**src/rtl/core/woa_waypoint_update_and_path_length_macros.svh**
```systemverilog
// assertion macros for the waypoint update block
`ifndef WOA_WAYPOINT_UPDATE_AND_PATH_LENGTH_MACROS_SVH
`define WOA_WAYPOINT_UPDATE_AND_PATH_LENGTH_MACROS_SVH

// same-cycle implication, sampled on clk, off during rst
`define WOA_ASSERT_IMP(label, ante, cons, msg) \
  label: assert property (@(posedge clk) disable iff (rst) (ante) |-> (cons)) \
    else $error(msg);

// next-cycle implication, sampled on clk, off during rst
`define WOA_ASSERT_NXT(label, ante, cons, msg) \
  label: assert property (@(posedge clk) disable iff (rst) (ante) |=> (cons)) \
    else $error(msg);

`endif

```
**src/rtl/core/woa_pkg.sv**
```systemverilog
// shared types and constants for the waypoint update block
`default_nettype none

package woa_pkg;

  localparam int CoordWidth  = 20;
  localparam int PackWidth   = 2 * CoordWidth;
  localparam int GainWidth   = 16;
  localparam int GainCWidth  = 13;
  localparam int GainFrac    = 12;
  localparam int LenWidth    = 32;
  localparam int MulWidth    = (CoordWidth + 2 > GainWidth + 1) ? CoordWidth + 2 : GainWidth + 1;
  localparam int ProdWidth   = 2 * MulWidth;
  localparam int DiffWidth   = CoordWidth + 1;
  localparam int SqWidth     = 2 * CoordWidth;
  localparam int RootWidth   = CoordWidth + 1;
  localparam int RadWidth    = 2 * RootWidth;
  localparam int CfgIdxWidth = 3;
  localparam int CfgDataWidth = PackWidth;

  typedef enum logic [CfgIdxWidth-1:0] {
    REG_MODE   = 3'd0,
    REG_GAIN_A = 3'd1,
    REG_GAIN_C = 3'd2,
    REG_SPIRAL = 3'd3,
    REG_LOW    = 3'd4,
    REG_HIGH   = 3'd5,
    REG_START  = 3'd6,
    REG_GOAL   = 3'd7
  } cfg_reg_t;

  typedef struct packed {
    logic                         mode_spiral;
    logic signed [GainWidth-1:0]  gain_a;
    logic        [GainCWidth-1:0] gain_c;
    logic signed [GainWidth-1:0]  spiral_coef;
    logic        [PackWidth-1:0]  bound_low;
    logic        [PackWidth-1:0]  bound_high;
    logic        [PackWidth-1:0]  start_point;
    logic        [PackWidth-1:0]  goal_point;
  } cfg_t;

  typedef struct packed {
    logic signed [CoordWidth-1:0] cur_x;
    logic signed [CoordWidth-1:0] cur_y;
    logic signed [CoordWidth-1:0] lead_x;
    logic signed [CoordWidth-1:0] lead_y;
    logic                         last_point;
  } in_t;

  typedef struct packed {
    logic signed [CoordWidth-1:0] new_x;
    logic signed [CoordWidth-1:0] new_y;
    logic                         was_clamped;
    logic        [LenWidth-1:0]   path_length;
    logic                         length_final;
  } out_t;

endpackage

`default_nettype wire

```
**src/rtl/core/woa_cfg.sv**
```systemverilog
// configuration register file
`default_nettype none

module woa_cfg (
  input  wire                                 clk,
  input  wire                                 rst,
  input  wire                                 cfg_valid,
  output logic                                cfg_ready,
  input  wire  [woa_pkg::CfgIdxWidth-1:0]     cfg_index,
  input  wire  [woa_pkg::CfgDataWidth-1:0]    cfg_data,
  output woa_pkg::cfg_t                       cfg
);
  import woa_pkg::*;

  // writes must land only while idle; the user must see to it, the block does not enforce it, so always ready
  assign cfg_ready = 1'b1;

  always_ff @(posedge clk) begin
    if (rst) begin
      cfg.mode_spiral <= 1'b0;
      cfg.gain_a      <= '0;
      cfg.gain_c      <= GainCWidth'(4096);
      cfg.spiral_coef <= GainWidth'(4096);
      cfg.bound_low   <= '0;
      cfg.bound_high  <= '0;
      cfg.start_point <= '0;
      cfg.goal_point  <= '0;
    end else if (cfg_valid) begin
      unique case (cfg_index)
        REG_MODE:   cfg.mode_spiral <= cfg_data[0];
        REG_GAIN_A: cfg.gain_a      <= cfg_data[GainWidth-1:0];
        REG_GAIN_C: cfg.gain_c      <= cfg_data[GainCWidth-1:0];
        REG_SPIRAL: cfg.spiral_coef <= cfg_data[GainWidth-1:0];
        REG_LOW:    cfg.bound_low   <= cfg_data[PackWidth-1:0];
        REG_HIGH:   cfg.bound_high  <= cfg_data[PackWidth-1:0];
        REG_START:  cfg.start_point <= cfg_data[PackWidth-1:0];
        REG_GOAL:   cfg.goal_point  <= cfg_data[PackWidth-1:0];
      endcase
    end
  end

endmodule

`default_nettype wire

```
**src/rtl/core/woa_mul.sv**
```systemverilog
// shared signed multiplier with registered product
`default_nettype none

module woa_mul (
  input  wire                                       clk,
  input  wire  signed [woa_pkg::MulWidth-1:0]       op_a,
  input  wire  signed [woa_pkg::MulWidth-1:0]       op_b,
  output logic signed [woa_pkg::ProdWidth-1:0]      prod
);
  import woa_pkg::*;

  always_ff @(posedge clk) begin
    prod <= op_a * op_b;
  end

endmodule

`default_nettype wire

```
**src/rtl/core/woa_isqrt.sv**
```systemverilog
// bit-serial integer square root, one result bit per cycle
`default_nettype none

module woa_isqrt (
  input  wire                                 clk,
  input  wire                                 rst,
  input  wire                                 start,
  input  wire  [woa_pkg::RadWidth-1:0]        radicand,
  output logic                                done,
  output logic [woa_pkg::RootWidth-1:0]       root
);
  import woa_pkg::*;

  localparam int RemWidth = RootWidth + 2;
  localparam int CntWidth = $clog2(RootWidth + 1);

  logic [RadWidth-1:0] rad;
  logic [RemWidth-1:0] rem;
  logic [CntWidth-1:0] cnt;
  logic [RemWidth-1:0] rem_sh;
  logic [RemWidth-1:0] trial;
  logic                fits;

  // bring down the next two radicand bits and try root*4+1
  assign rem_sh = {rem[RemWidth-3:0], rad[RadWidth-1 -: 2]};
  assign trial  = {root, 2'b01};
  assign fits   = (rem_sh >= trial);

  always_ff @(posedge clk) begin
    if (rst) begin
      cnt  <= '0;
      done <= 1'b0;
    end else if (start) begin
      rad  <= radicand;
      rem  <= '0;
      root <= '0;
      cnt  <= CntWidth'(RootWidth);
      done <= 1'b0;
    end else if (cnt != '0) begin
      rad  <= {rad[RadWidth-3:0], 2'b00};
      rem  <= fits ? rem_sh - trial : rem_sh;
      root <= {root[RootWidth-2:0], fits};
      cnt  <= cnt - 1'b1;
      if (cnt == CntWidth'(1)) begin
        done <= 1'b1;
      end
    end
  end

endmodule

`default_nettype wire

```
**src/rtl/core/woa_waypoint_update_and_path_length.sv**
```systemverilog
// waypoint update (circular or spiral), bound clamp and running path length
// one item at a time: a new item is taken only once the last has reached the output
// register, pacing set by the bit-serial root and the one shared multiplier; an item
// marked last_point also measures the segment to the goal
// a result sits in the output register while the next item is taken
// reset (rst, synchronous): registers to defaults, path length 0, next item starts a path
`default_nettype none
`include "woa_waypoint_update_and_path_length_macros.svh"

module woa_waypoint_update_and_path_length (
  input  wire                               clk,
  input  wire                               rst,
  input  wire                               in_valid,
  output logic                              in_ready,
  input  woa_pkg::in_t                      in_data,
  output logic                              out_valid,
  input  wire                               out_ready,
  output woa_pkg::out_t                     out_data,
  input  wire                               cfg_valid,
  output logic                              cfg_ready,
  input  wire  [woa_pkg::CfgIdxWidth-1:0]   cfg_index,
  input  wire  [woa_pkg::CfgDataWidth-1:0]  cfg_data
);
  import woa_pkg::*;

  localparam int CW = CoordWidth;
  localparam int PW = ProdWidth;
  localparam logic signed [PW-1:0] RoundHalf = PW'(1) << (GainFrac - 1);

  typedef enum logic [3:0] {
    S_IDLE,
    S_MUL_C,
    S_DIFF,
    S_MUL_K,
    S_UPD,
    S_SEG_DX,
    S_SEG_SQX,
    S_SEG_SQY,
    S_SEG_SUM,
    S_SEG_ROOT,
    S_FINISH
  } state_t;

  // sign-extend a coordinate to product width
  function automatic logic signed [PW-1:0] sx(input logic signed [CW-1:0] v);
    sx = {{(PW-CW){v[CW-1]}}, v};
  endfunction

  // gain product back to coordinate format, nearest with ties upward
  function automatic logic signed [PW-1:0] rnd(input logic signed [PW-1:0] p);
    rnd = (p + RoundHalf) >>> GainFrac;
  endfunction

  function automatic logic [PW-1:0] mag(input logic signed [PW-1:0] v);
    mag = v[PW-1] ? -v : v;
  endfunction

  cfg_t cfg;

  state_t                       state;
  in_t                          item;
  logic                         sel;        // 0 while working on x, 1 on y
  logic                         goal_pass;  // second segment, to the goal
  logic [DiffWidth-1:0]         dreg;
  logic signed [CW-1:0]         nx, ny;
  logic signed [CW-1:0]         ax, ay;     // far end of the current segment
  logic                         clamped;
  logic [LenWidth-1:0]          acc;
  logic [SqWidth-1:0]           sum;

  // state that outlives an item
  logic signed [CW-1:0]         prev_x, prev_y;
  logic [LenWidth-1:0]          length_acc;
  logic                         at_path_start;

  // shared multiplier
  logic signed [MulWidth-1:0]   op_a, op_b;
  logic signed [PW-1:0]         prod;

  // root unit
  logic                         sq_start;
  logic [RadWidth-1:0]          sq_radicand;
  logic                         sq_done;
  logic [RootWidth-1:0]         sq_root;

  // datapath
  logic signed [CW-1:0]         cur_sel, lead_sel;
  logic signed [PW-1:0]         lo_sel, hi_sel;
  logic signed [PW-1:0]         diff_val, upd_val;
  logic [LenWidth:0]            acc_sum;
  logic                         out_load;

  woa_cfg u_cfg (
    .clk       (clk),
    .rst       (rst),
    .cfg_valid (cfg_valid),
    .cfg_ready (cfg_ready),
    .cfg_index (cfg_index),
    .cfg_data  (cfg_data),
    .cfg       (cfg)
  );

  woa_mul u_mul (
    .clk  (clk),
    .op_a (op_a),
    .op_b (op_b),
    .prod (prod)
  );

  woa_isqrt u_isqrt (
    .clk      (clk),
    .rst      (rst),
    .start    (sq_start),
    .radicand (sq_radicand),
    .done     (sq_done),
    .root     (sq_root)
  );

  assign in_ready = (state == S_IDLE);
  assign out_load = !out_valid || out_ready;

  assign cur_sel  = sel ? item.cur_y  : item.cur_x;
  assign lead_sel = sel ? item.lead_y : item.lead_x;
  assign lo_sel   = sel ? sx($signed(cfg.bound_low[PackWidth-1:CW]))
                        : sx($signed(cfg.bound_low[CW-1:0]));
  assign hi_sel   = sel ? sx($signed(cfg.bound_high[PackWidth-1:CW]))
                        : sx($signed(cfg.bound_high[CW-1:0]));

  // circular: round(C*lead) - cur, spiral: lead - cur; its magnitude goes into dreg
  assign diff_val = cfg.mode_spiral ? sx(lead_sel) - sx(cur_sel)
                                    : rnd(prod) - sx(cur_sel);
  // circular: lead - round(A*d), spiral: lead + round(k*d)
  assign upd_val  = cfg.mode_spiral ? sx(lead_sel) + rnd(prod)
                                    : sx(lead_sel) - rnd(prod);

  assign sq_start    = (state == S_SEG_SUM);
  assign sq_radicand = RadWidth'(sum) + RadWidth'(prod[SqWidth-1:0]);
  assign acc_sum     = {1'b0, acc} + (LenWidth+1)'(sq_root);

  // operand selection for the shared multiplier
  always_comb begin
    op_a = '0;
    op_b = '0;
    unique case (state)
      S_MUL_C: begin
        op_a = MulWidth'(cfg.gain_c);
        op_b = {{(MulWidth-CW){lead_sel[CW-1]}}, lead_sel};
      end
      S_MUL_K: begin
        op_a = cfg.mode_spiral ?
               {{(MulWidth-GainWidth){cfg.spiral_coef[GainWidth-1]}}, cfg.spiral_coef} :
               {{(MulWidth-GainWidth){cfg.gain_a[GainWidth-1]}}, cfg.gain_a};
        op_b = MulWidth'(dreg);
      end
      S_SEG_SQX, S_SEG_SQY: begin
        op_a = MulWidth'(dreg);
        op_b = MulWidth'(dreg);
      end
      default: begin
        op_a = '0;
        op_b = '0;
      end
    endcase
  end

  always_ff @(posedge clk) begin
    if (rst) begin
      state         <= S_IDLE;
      out_valid     <= 1'b0;
      prev_x        <= '0;
      prev_y        <= '0;
      length_acc    <= '0;
      at_path_start <= 1'b1;
    end else begin
      // the finish state reloads the output itself
      if (out_valid && out_ready && (state != S_FINISH)) begin
        out_valid <= 1'b0;
      end
      unique case (state)
        S_IDLE: begin
          if (in_valid) begin
            item      <= in_data;
            sel       <= 1'b0;
            goal_pass <= 1'b0;
            clamped   <= 1'b0;
            // first segment of a path starts at the fixed start point
            if (at_path_start) begin
              ax  <= $signed(cfg.start_point[CW-1:0]);
              ay  <= $signed(cfg.start_point[PackWidth-1:CW]);
              acc <= '0;
            end else begin
              ax  <= prev_x;
              ay  <= prev_y;
              acc <= length_acc;
            end
            state <= cfg.mode_spiral ? S_DIFF : S_MUL_C;
          end
        end
        S_MUL_C: begin
          state <= S_DIFF;
        end
        S_DIFF: begin
          dreg  <= DiffWidth'(mag(diff_val));
          state <= S_MUL_K;
        end
        S_MUL_K: begin
          state <= S_UPD;
        end
        S_UPD: begin
          // clamp; with inverted bounds anything not below the minimum goes to the maximum
          if (upd_val < lo_sel) begin
            clamped <= 1'b1;
            if (sel) ny <= CW'(lo_sel);
            else     nx <= CW'(lo_sel);
          end else if (upd_val > hi_sel) begin
            clamped <= 1'b1;
            if (sel) ny <= CW'(hi_sel);
            else     nx <= CW'(hi_sel);
          end else begin
            if (sel) ny <= CW'(upd_val);
            else     nx <= CW'(upd_val);
          end
          if (!sel) begin
            sel   <= 1'b1;
            state <= cfg.mode_spiral ? S_DIFF : S_MUL_C;
          end else begin
            state <= S_SEG_DX;
          end
        end
        S_SEG_DX: begin
          dreg  <= DiffWidth'(mag(sx(ax) - sx(nx)));
          state <= S_SEG_SQX;
        end
        S_SEG_SQX: begin
          dreg  <= DiffWidth'(mag(sx(ay) - sx(ny)));
          state <= S_SEG_SQY;
        end
        S_SEG_SQY: begin
          sum   <= prod[SqWidth-1:0];
          state <= S_SEG_SUM;
        end
        S_SEG_SUM: begin
          state <= S_SEG_ROOT;
        end
        S_SEG_ROOT: begin
          if (sq_done) begin
            // saturating add of the segment length
            acc <= acc_sum[LenWidth] ? '1 : acc_sum[LenWidth-1:0];
            if (item.last_point && !goal_pass) begin
              goal_pass <= 1'b1;
              ax        <= $signed(cfg.goal_point[CW-1:0]);
              ay        <= $signed(cfg.goal_point[PackWidth-1:CW]);
              state     <= S_SEG_DX;
            end else begin
              state <= S_FINISH;
            end
          end
        end
        S_FINISH: begin
          // wait for the output register to be free
          if (out_load) begin
            out_valid             <= 1'b1;
            out_data.new_x        <= nx;
            out_data.new_y        <= ny;
            out_data.was_clamped  <= clamped;
            out_data.path_length  <= acc;
            out_data.length_final <= item.last_point;
            prev_x                <= nx;
            prev_y                <= ny;
            if (item.last_point) begin
              length_acc    <= '0;
              at_path_start <= 1'b1;
            end else begin
              length_acc    <= acc;
              at_path_start <= 1'b0;
            end
            state <= S_IDLE;
          end
        end
        default: begin
          state <= S_IDLE;
        end
      endcase
    end
  end

  // one item at a time: busy right after taking one
  `WOA_ASSERT_NXT(a_busy_after_accept, in_valid && in_ready, !in_ready,
    "input taken while an item is in flight")

  // finishing a path clears the running length and rearms the start point
  `WOA_ASSERT_NXT(a_path_rearm, (state == S_FINISH) && out_load && item.last_point,
    at_path_start && (length_acc == '0), "path end did not clear length state")

  // a partial length on the output matches the carried length
  `WOA_ASSERT_IMP(a_partial_len, out_valid && !out_data.length_final,
    (length_acc == out_data.path_length) && !at_path_start,
    "partial path length out of step with carried length")

endmodule

`default_nettype wire

```
**config.mk**
```make
export PLATFORM = sky130hd
export DESIGN_NAME = woa_waypoint_update_and_path_length
export DESIGN_NICKNAME = d
export VERILOG_FILES = /design/src/rtl/core/woa_pkg.sv /design/src/rtl/core/woa_cfg.sv /design/src/rtl/core/woa_mul.sv /design/src/rtl/core/woa_isqrt.sv /design/src/rtl/core/woa_waypoint_update_and_path_length.sv
export VERILOG_INCLUDE_DIRS = /design/src /design/src/rtl/core
export SDC_FILE = /design/constraint.sdc
export NUM_CORES = 2
export LEC_CHECK = 0
export BUFFER_PORTS_ARGS = -buffer_cell sky130_fd_sc_hd__buf_4
export CAP_MARGIN = 20
export CORE_ASPECT_RATIO = 2
export CORE_MARGIN = 2
export CORE_UTILIZATION = 37
export CTS_CLUSTER_SIZE = 28
export DETAILED_ROUTE_END_ITERATION = 6
export HOLD_SLACK_MARGIN = 0.05
export MAX_ROUTING_LAYER = met4
export PLACE_DENSITY = 0.58
export SYNTH_ARGS = -nofsm -noshare
export SYNTH_HDL_FRONTEND = slang
export SYNTH_SLANG_ARGS = --single-unit
```
**constraint.sdc**
```tcl
create_clock -name clk -period 26.2 [get_ports clk]
set_input_delay 3.93 -clock clk [delete_from_list [all_inputs] [get_ports clk]]
set_output_delay 3.93 -clock clk [all_outputs]
set_load 0.005 [all_outputs]
```
==> flow_summary.yaml <==
grt:
  grt_overflow: 0
  grt_pass1_wl_um: 327000
  grtUsageTotal: 0.279
  grt_pass1_vias: 50587
  antenna_found_initial: 6
  grt_max_degree: 100
worst_hold_path:
  worst_hold_path.endpoint: "sum[5]$_DFFE_PP_"
  hp-start: "u_mul.prod[5]$_DFF_P_"
  min_path_type: "flip-flop to flip-flop"
  holdPathStages: 0
run_status:
  outcome: "complete, no violations"
clock_tree:
  root_buffer: "clkbuf_16"
  post-cts-setup-buffers: 0
  htree_levels: 3
  cts-hold-fix-buffers: 0
  tritoncts: "done"
  numCtsBuffers: 74
  cts.clk_slew.worst_paths_ns: 0.07
  cts_resized: 0
  clk_latency_ns: 0.70
  cts_num_sinks: 749
  clock_path_buffers: 3
critical_path:
  r2r_cells: 26
  regToRegStartpoint: "state[3]$_SDFFE_PP0P_"
  start_kind: "flip-flop"
  critPathKind: "flip-flop to flip-flop"
  worstReg2RegEnd: "u_mul.prod[42]$_DFF_P_"
  cp_max_fo: 40
  cpPeakStageDelay_ns: 1.14
  crit_required_ns: 26.79
  crit_buf_inv: 5
  reg2reg_slack_ns: 15.99
  cpMostUsedCell: "fa_1"
  cp.arrival_ns: 10.81
  critical-path-top-delay-family: "adder cells"
  critPathSlowestCell: "a22oi_1"
  cp-end-kind: "flip-flop"
timing:
  drv_slew: 0
  setup_viol: 0
  max_slew.worst_pin.slew_ns: 1.42
  hold_viol_final: 0
  timing.final.crit_share: 0.390
  finalWorstSetupSlack_ns: 15.99
  slew_headroom: 0.0544
  rsz0062_at_grt: "false"
  fmax_mhz: 97.9
  finalCriticalPeriod_ns: 10.21
  fin_setup_tns_ns: 0
  clock_skew_ns: 0.0544
route:
  vias: 48890
  drc: 0
  vias_per_cell: 5.53
  final_antenna_net_count: 0
  wl_per_cell_um: 25.5
  first_pass_iters: 6
  drtIter0Drc: 3078
  wl_um: 225000
cells_and_area:
  final_core_util: 0.414
  nets: 7705
  area_delta_synth_final_pct: 11.4
  drive_above_1_share: 0.0834
  final_cell_area_um2: 67100
die:
  start_util: 0.372
  rows: 209
  core-area_um2: 162000
  die_y_um: 575
  ios: 206
  dieArea_um2: 166000
  fp.dieW_um: 289
logic_synthesis:
  yosysTopAreaCell: "edfxtp_1"
  synth_top_flop_cell: "edfxtp_1"
  synth_top_area_frac: 0.207
  synth_seq_cells: 749
  synth_area_um2: 60200
  ys_seq_area_frac: 0.318
  synth_nets: 7582
  yosysMostFrequentCell: "nand2_1"
  ys_warn_count: 0
  synth.avg_cell_area_um2: 9.22
  synth_common_cells: "nand2_1, inv_1, a21oi_1"
  synth_edf_count: 415
  async_reset_ff_frac: 0
  ys_types: 94
  syn_inst: 6530
  synthTopCellsByArea: "edfxtp_1, fa_1, dfxtp_1"
placed_design:
  post-dp-hpwl_um: 178000
  place_congestion: 1.02
  postPlaceCellArea_um2: 64400
  post-place-ws_ns: 16.05
  portBuffers: 204
pwr:
  p_leak_uw: 0.0285
  ir_drop_v: 0.0000983
  power.total_uw: 5850
  powerDensity_nw_per_um2: 87.3
flow_run:
  cap_violations: 0
[report_power, final]
group          leakage [µW]  internal, µW  switching, µW
clock network       0.00125           624            525
logic                0.0207          1180           1990
registers           0.00655          1450           87.3
total                0.0285          3250           2600
[area by class of cell]
class | instances | area (µm²)
Clock buffer | 96 | 2080
Clock inverter | 41 | 475
Sequential cell | 749 | 19200
Inverter | 689 | 2590
Antenna cell | 9 | 22.5
Tap cell | 2110 | 2640
Multi-Input combinational cell | 4808 | 37600
Fill cell | 16002 | 94800
Timing Repair Buffer | 331 | 2520
[through the flow]
step,hold WS (ns),std cells
floorplan,0.400,6530
global placement,0.423,8680
detailed placement,0.431,8680
CTS,0.447,8817
global route,0.452,8830
finish,0.445,8833
[worst max path at each step]
stage	from	endpoint	slack (ns)	cells after the start
after CTS	state[0]$_SDFFE_PP0P_	u_mul.prod[40]$_DFF_P_	16.03	28
after global placement	state[0]$_SDFFE_PP0P_	u_mul.prod[40]$_DFF_P_	16.23	30
after detailed placement	state[0]$_SDFFE_PP0P_	u_mul.prod[40]$_DFF_P_	16.05	28
after global routing	state[0]$_SDFFE_PP0P_	u_mul.prod[40]$_DFF_P_	15.40	30
after floorplan	rst	u_isqrt.rad[0]$_SDFFCE_PN0P_	17.09	3
final	state[3]$_SDFFE_PP0P_	u_mul.prod[42]$_DFF_P_	15.99	26
[routing by layer]
layer  GRT usage  wire (µm)  up-vias
met5           -          0        -
met1       0.256      71300    24159
met3      0.0394      10800      761
li1            -          -    22371
met4       0.255      25900        0
met2       0.494     117000     1599
[cells in the final DEF, fill, tap and decap left out, types with 26 or more instances in the layout]
cell | netlist | routed
nand2_1 | 1041 | 1039
inv_1 | 688 | 689
a21oi_1 | 543 | 540
fa_1 | 508 | 508
nor2_1 | 468 | 461
ha_1 | 415 | 415
edfxtp_1 | 415 | 415
dfxtp_1 | 334 | 332
buf_4 | 2 | 326
o21ai_0 | 267 | 265
xnor2_1 | 205 | 203
mux2i_1 | 172 | 171
xor2_1 | 116 | 116
a21o_1 | 104 | 104
clkbuf_16 | 0 | 78
nand3_1 | 71 | 70
nor3_1 | 75 | 69
nand2b_1 | 60 | 60
a31oi_1 | 60 | 58
o21a_1 | 44 | 44
nand4_1 | 43 | 43
nor2b_1 | 42 | 42
nand3b_1 | 37 | 37
a22oi_1 | 36 | 36
and3_1 | 35 | 35
and2_1 | 33 | 33
o211ai_1 | 33 | 33
a211oi_1 | 33 | 33
mux2_2 | 26 | 26
[worst register-to-register path: stages (launching register included)]
cell and delay [ns]:
dfxtp_1 0.71, nor2_1 0.14, nand2_1 0.61, o21ai_2 0.13
buf_4 0.30, a22oi_1 1.16, nor2_1 0.20, fa_1 0.61
fa_1 0.57, inv_1 0.05, fa_1 0.53, inv_1 0.06
fa_1 0.53, fa_1 0.46, fa_1 0.67, inv_1 0.10
fa_1 0.54, inv_1 0.04, ha_1 0.33, nand4_1 0.21
a2111oi_0 0.89, or3_1 0.29, and3_1 0.27, o41ai_1 0.14
a21oi_1 0.28, a41oi_1 0.18, xnor2_1 0.15
[flip-flops by register name, summed over array words and instances (netlist names), 32 cells and up]
signal	count
length_acc	32
u_cfg.cfg	206
u_mul.prod	44
acc	32
item	81
sum	40
out_data	74
u_isqrt.rad	42
[kinds of logic (layout without fill, tap and decap cells)]
group / after synthesis / after routing / share of synthesized area
other cells: 1 / 10 / 0.0000623
fa+ha+maj: 923 / 923 / 0.255
compound gates: 1358 / 1358 / 0.139
mux: 198 / 198 / 0.0334
buf+inv: 973 / 1157 / 0.0613
simple gates: 2007 / 2007 / 0.146
flops: 749 / 749 / 0.318
xor+xnor: 321 / 321 / 0.0467
Power figures use the tool's default switching activity.
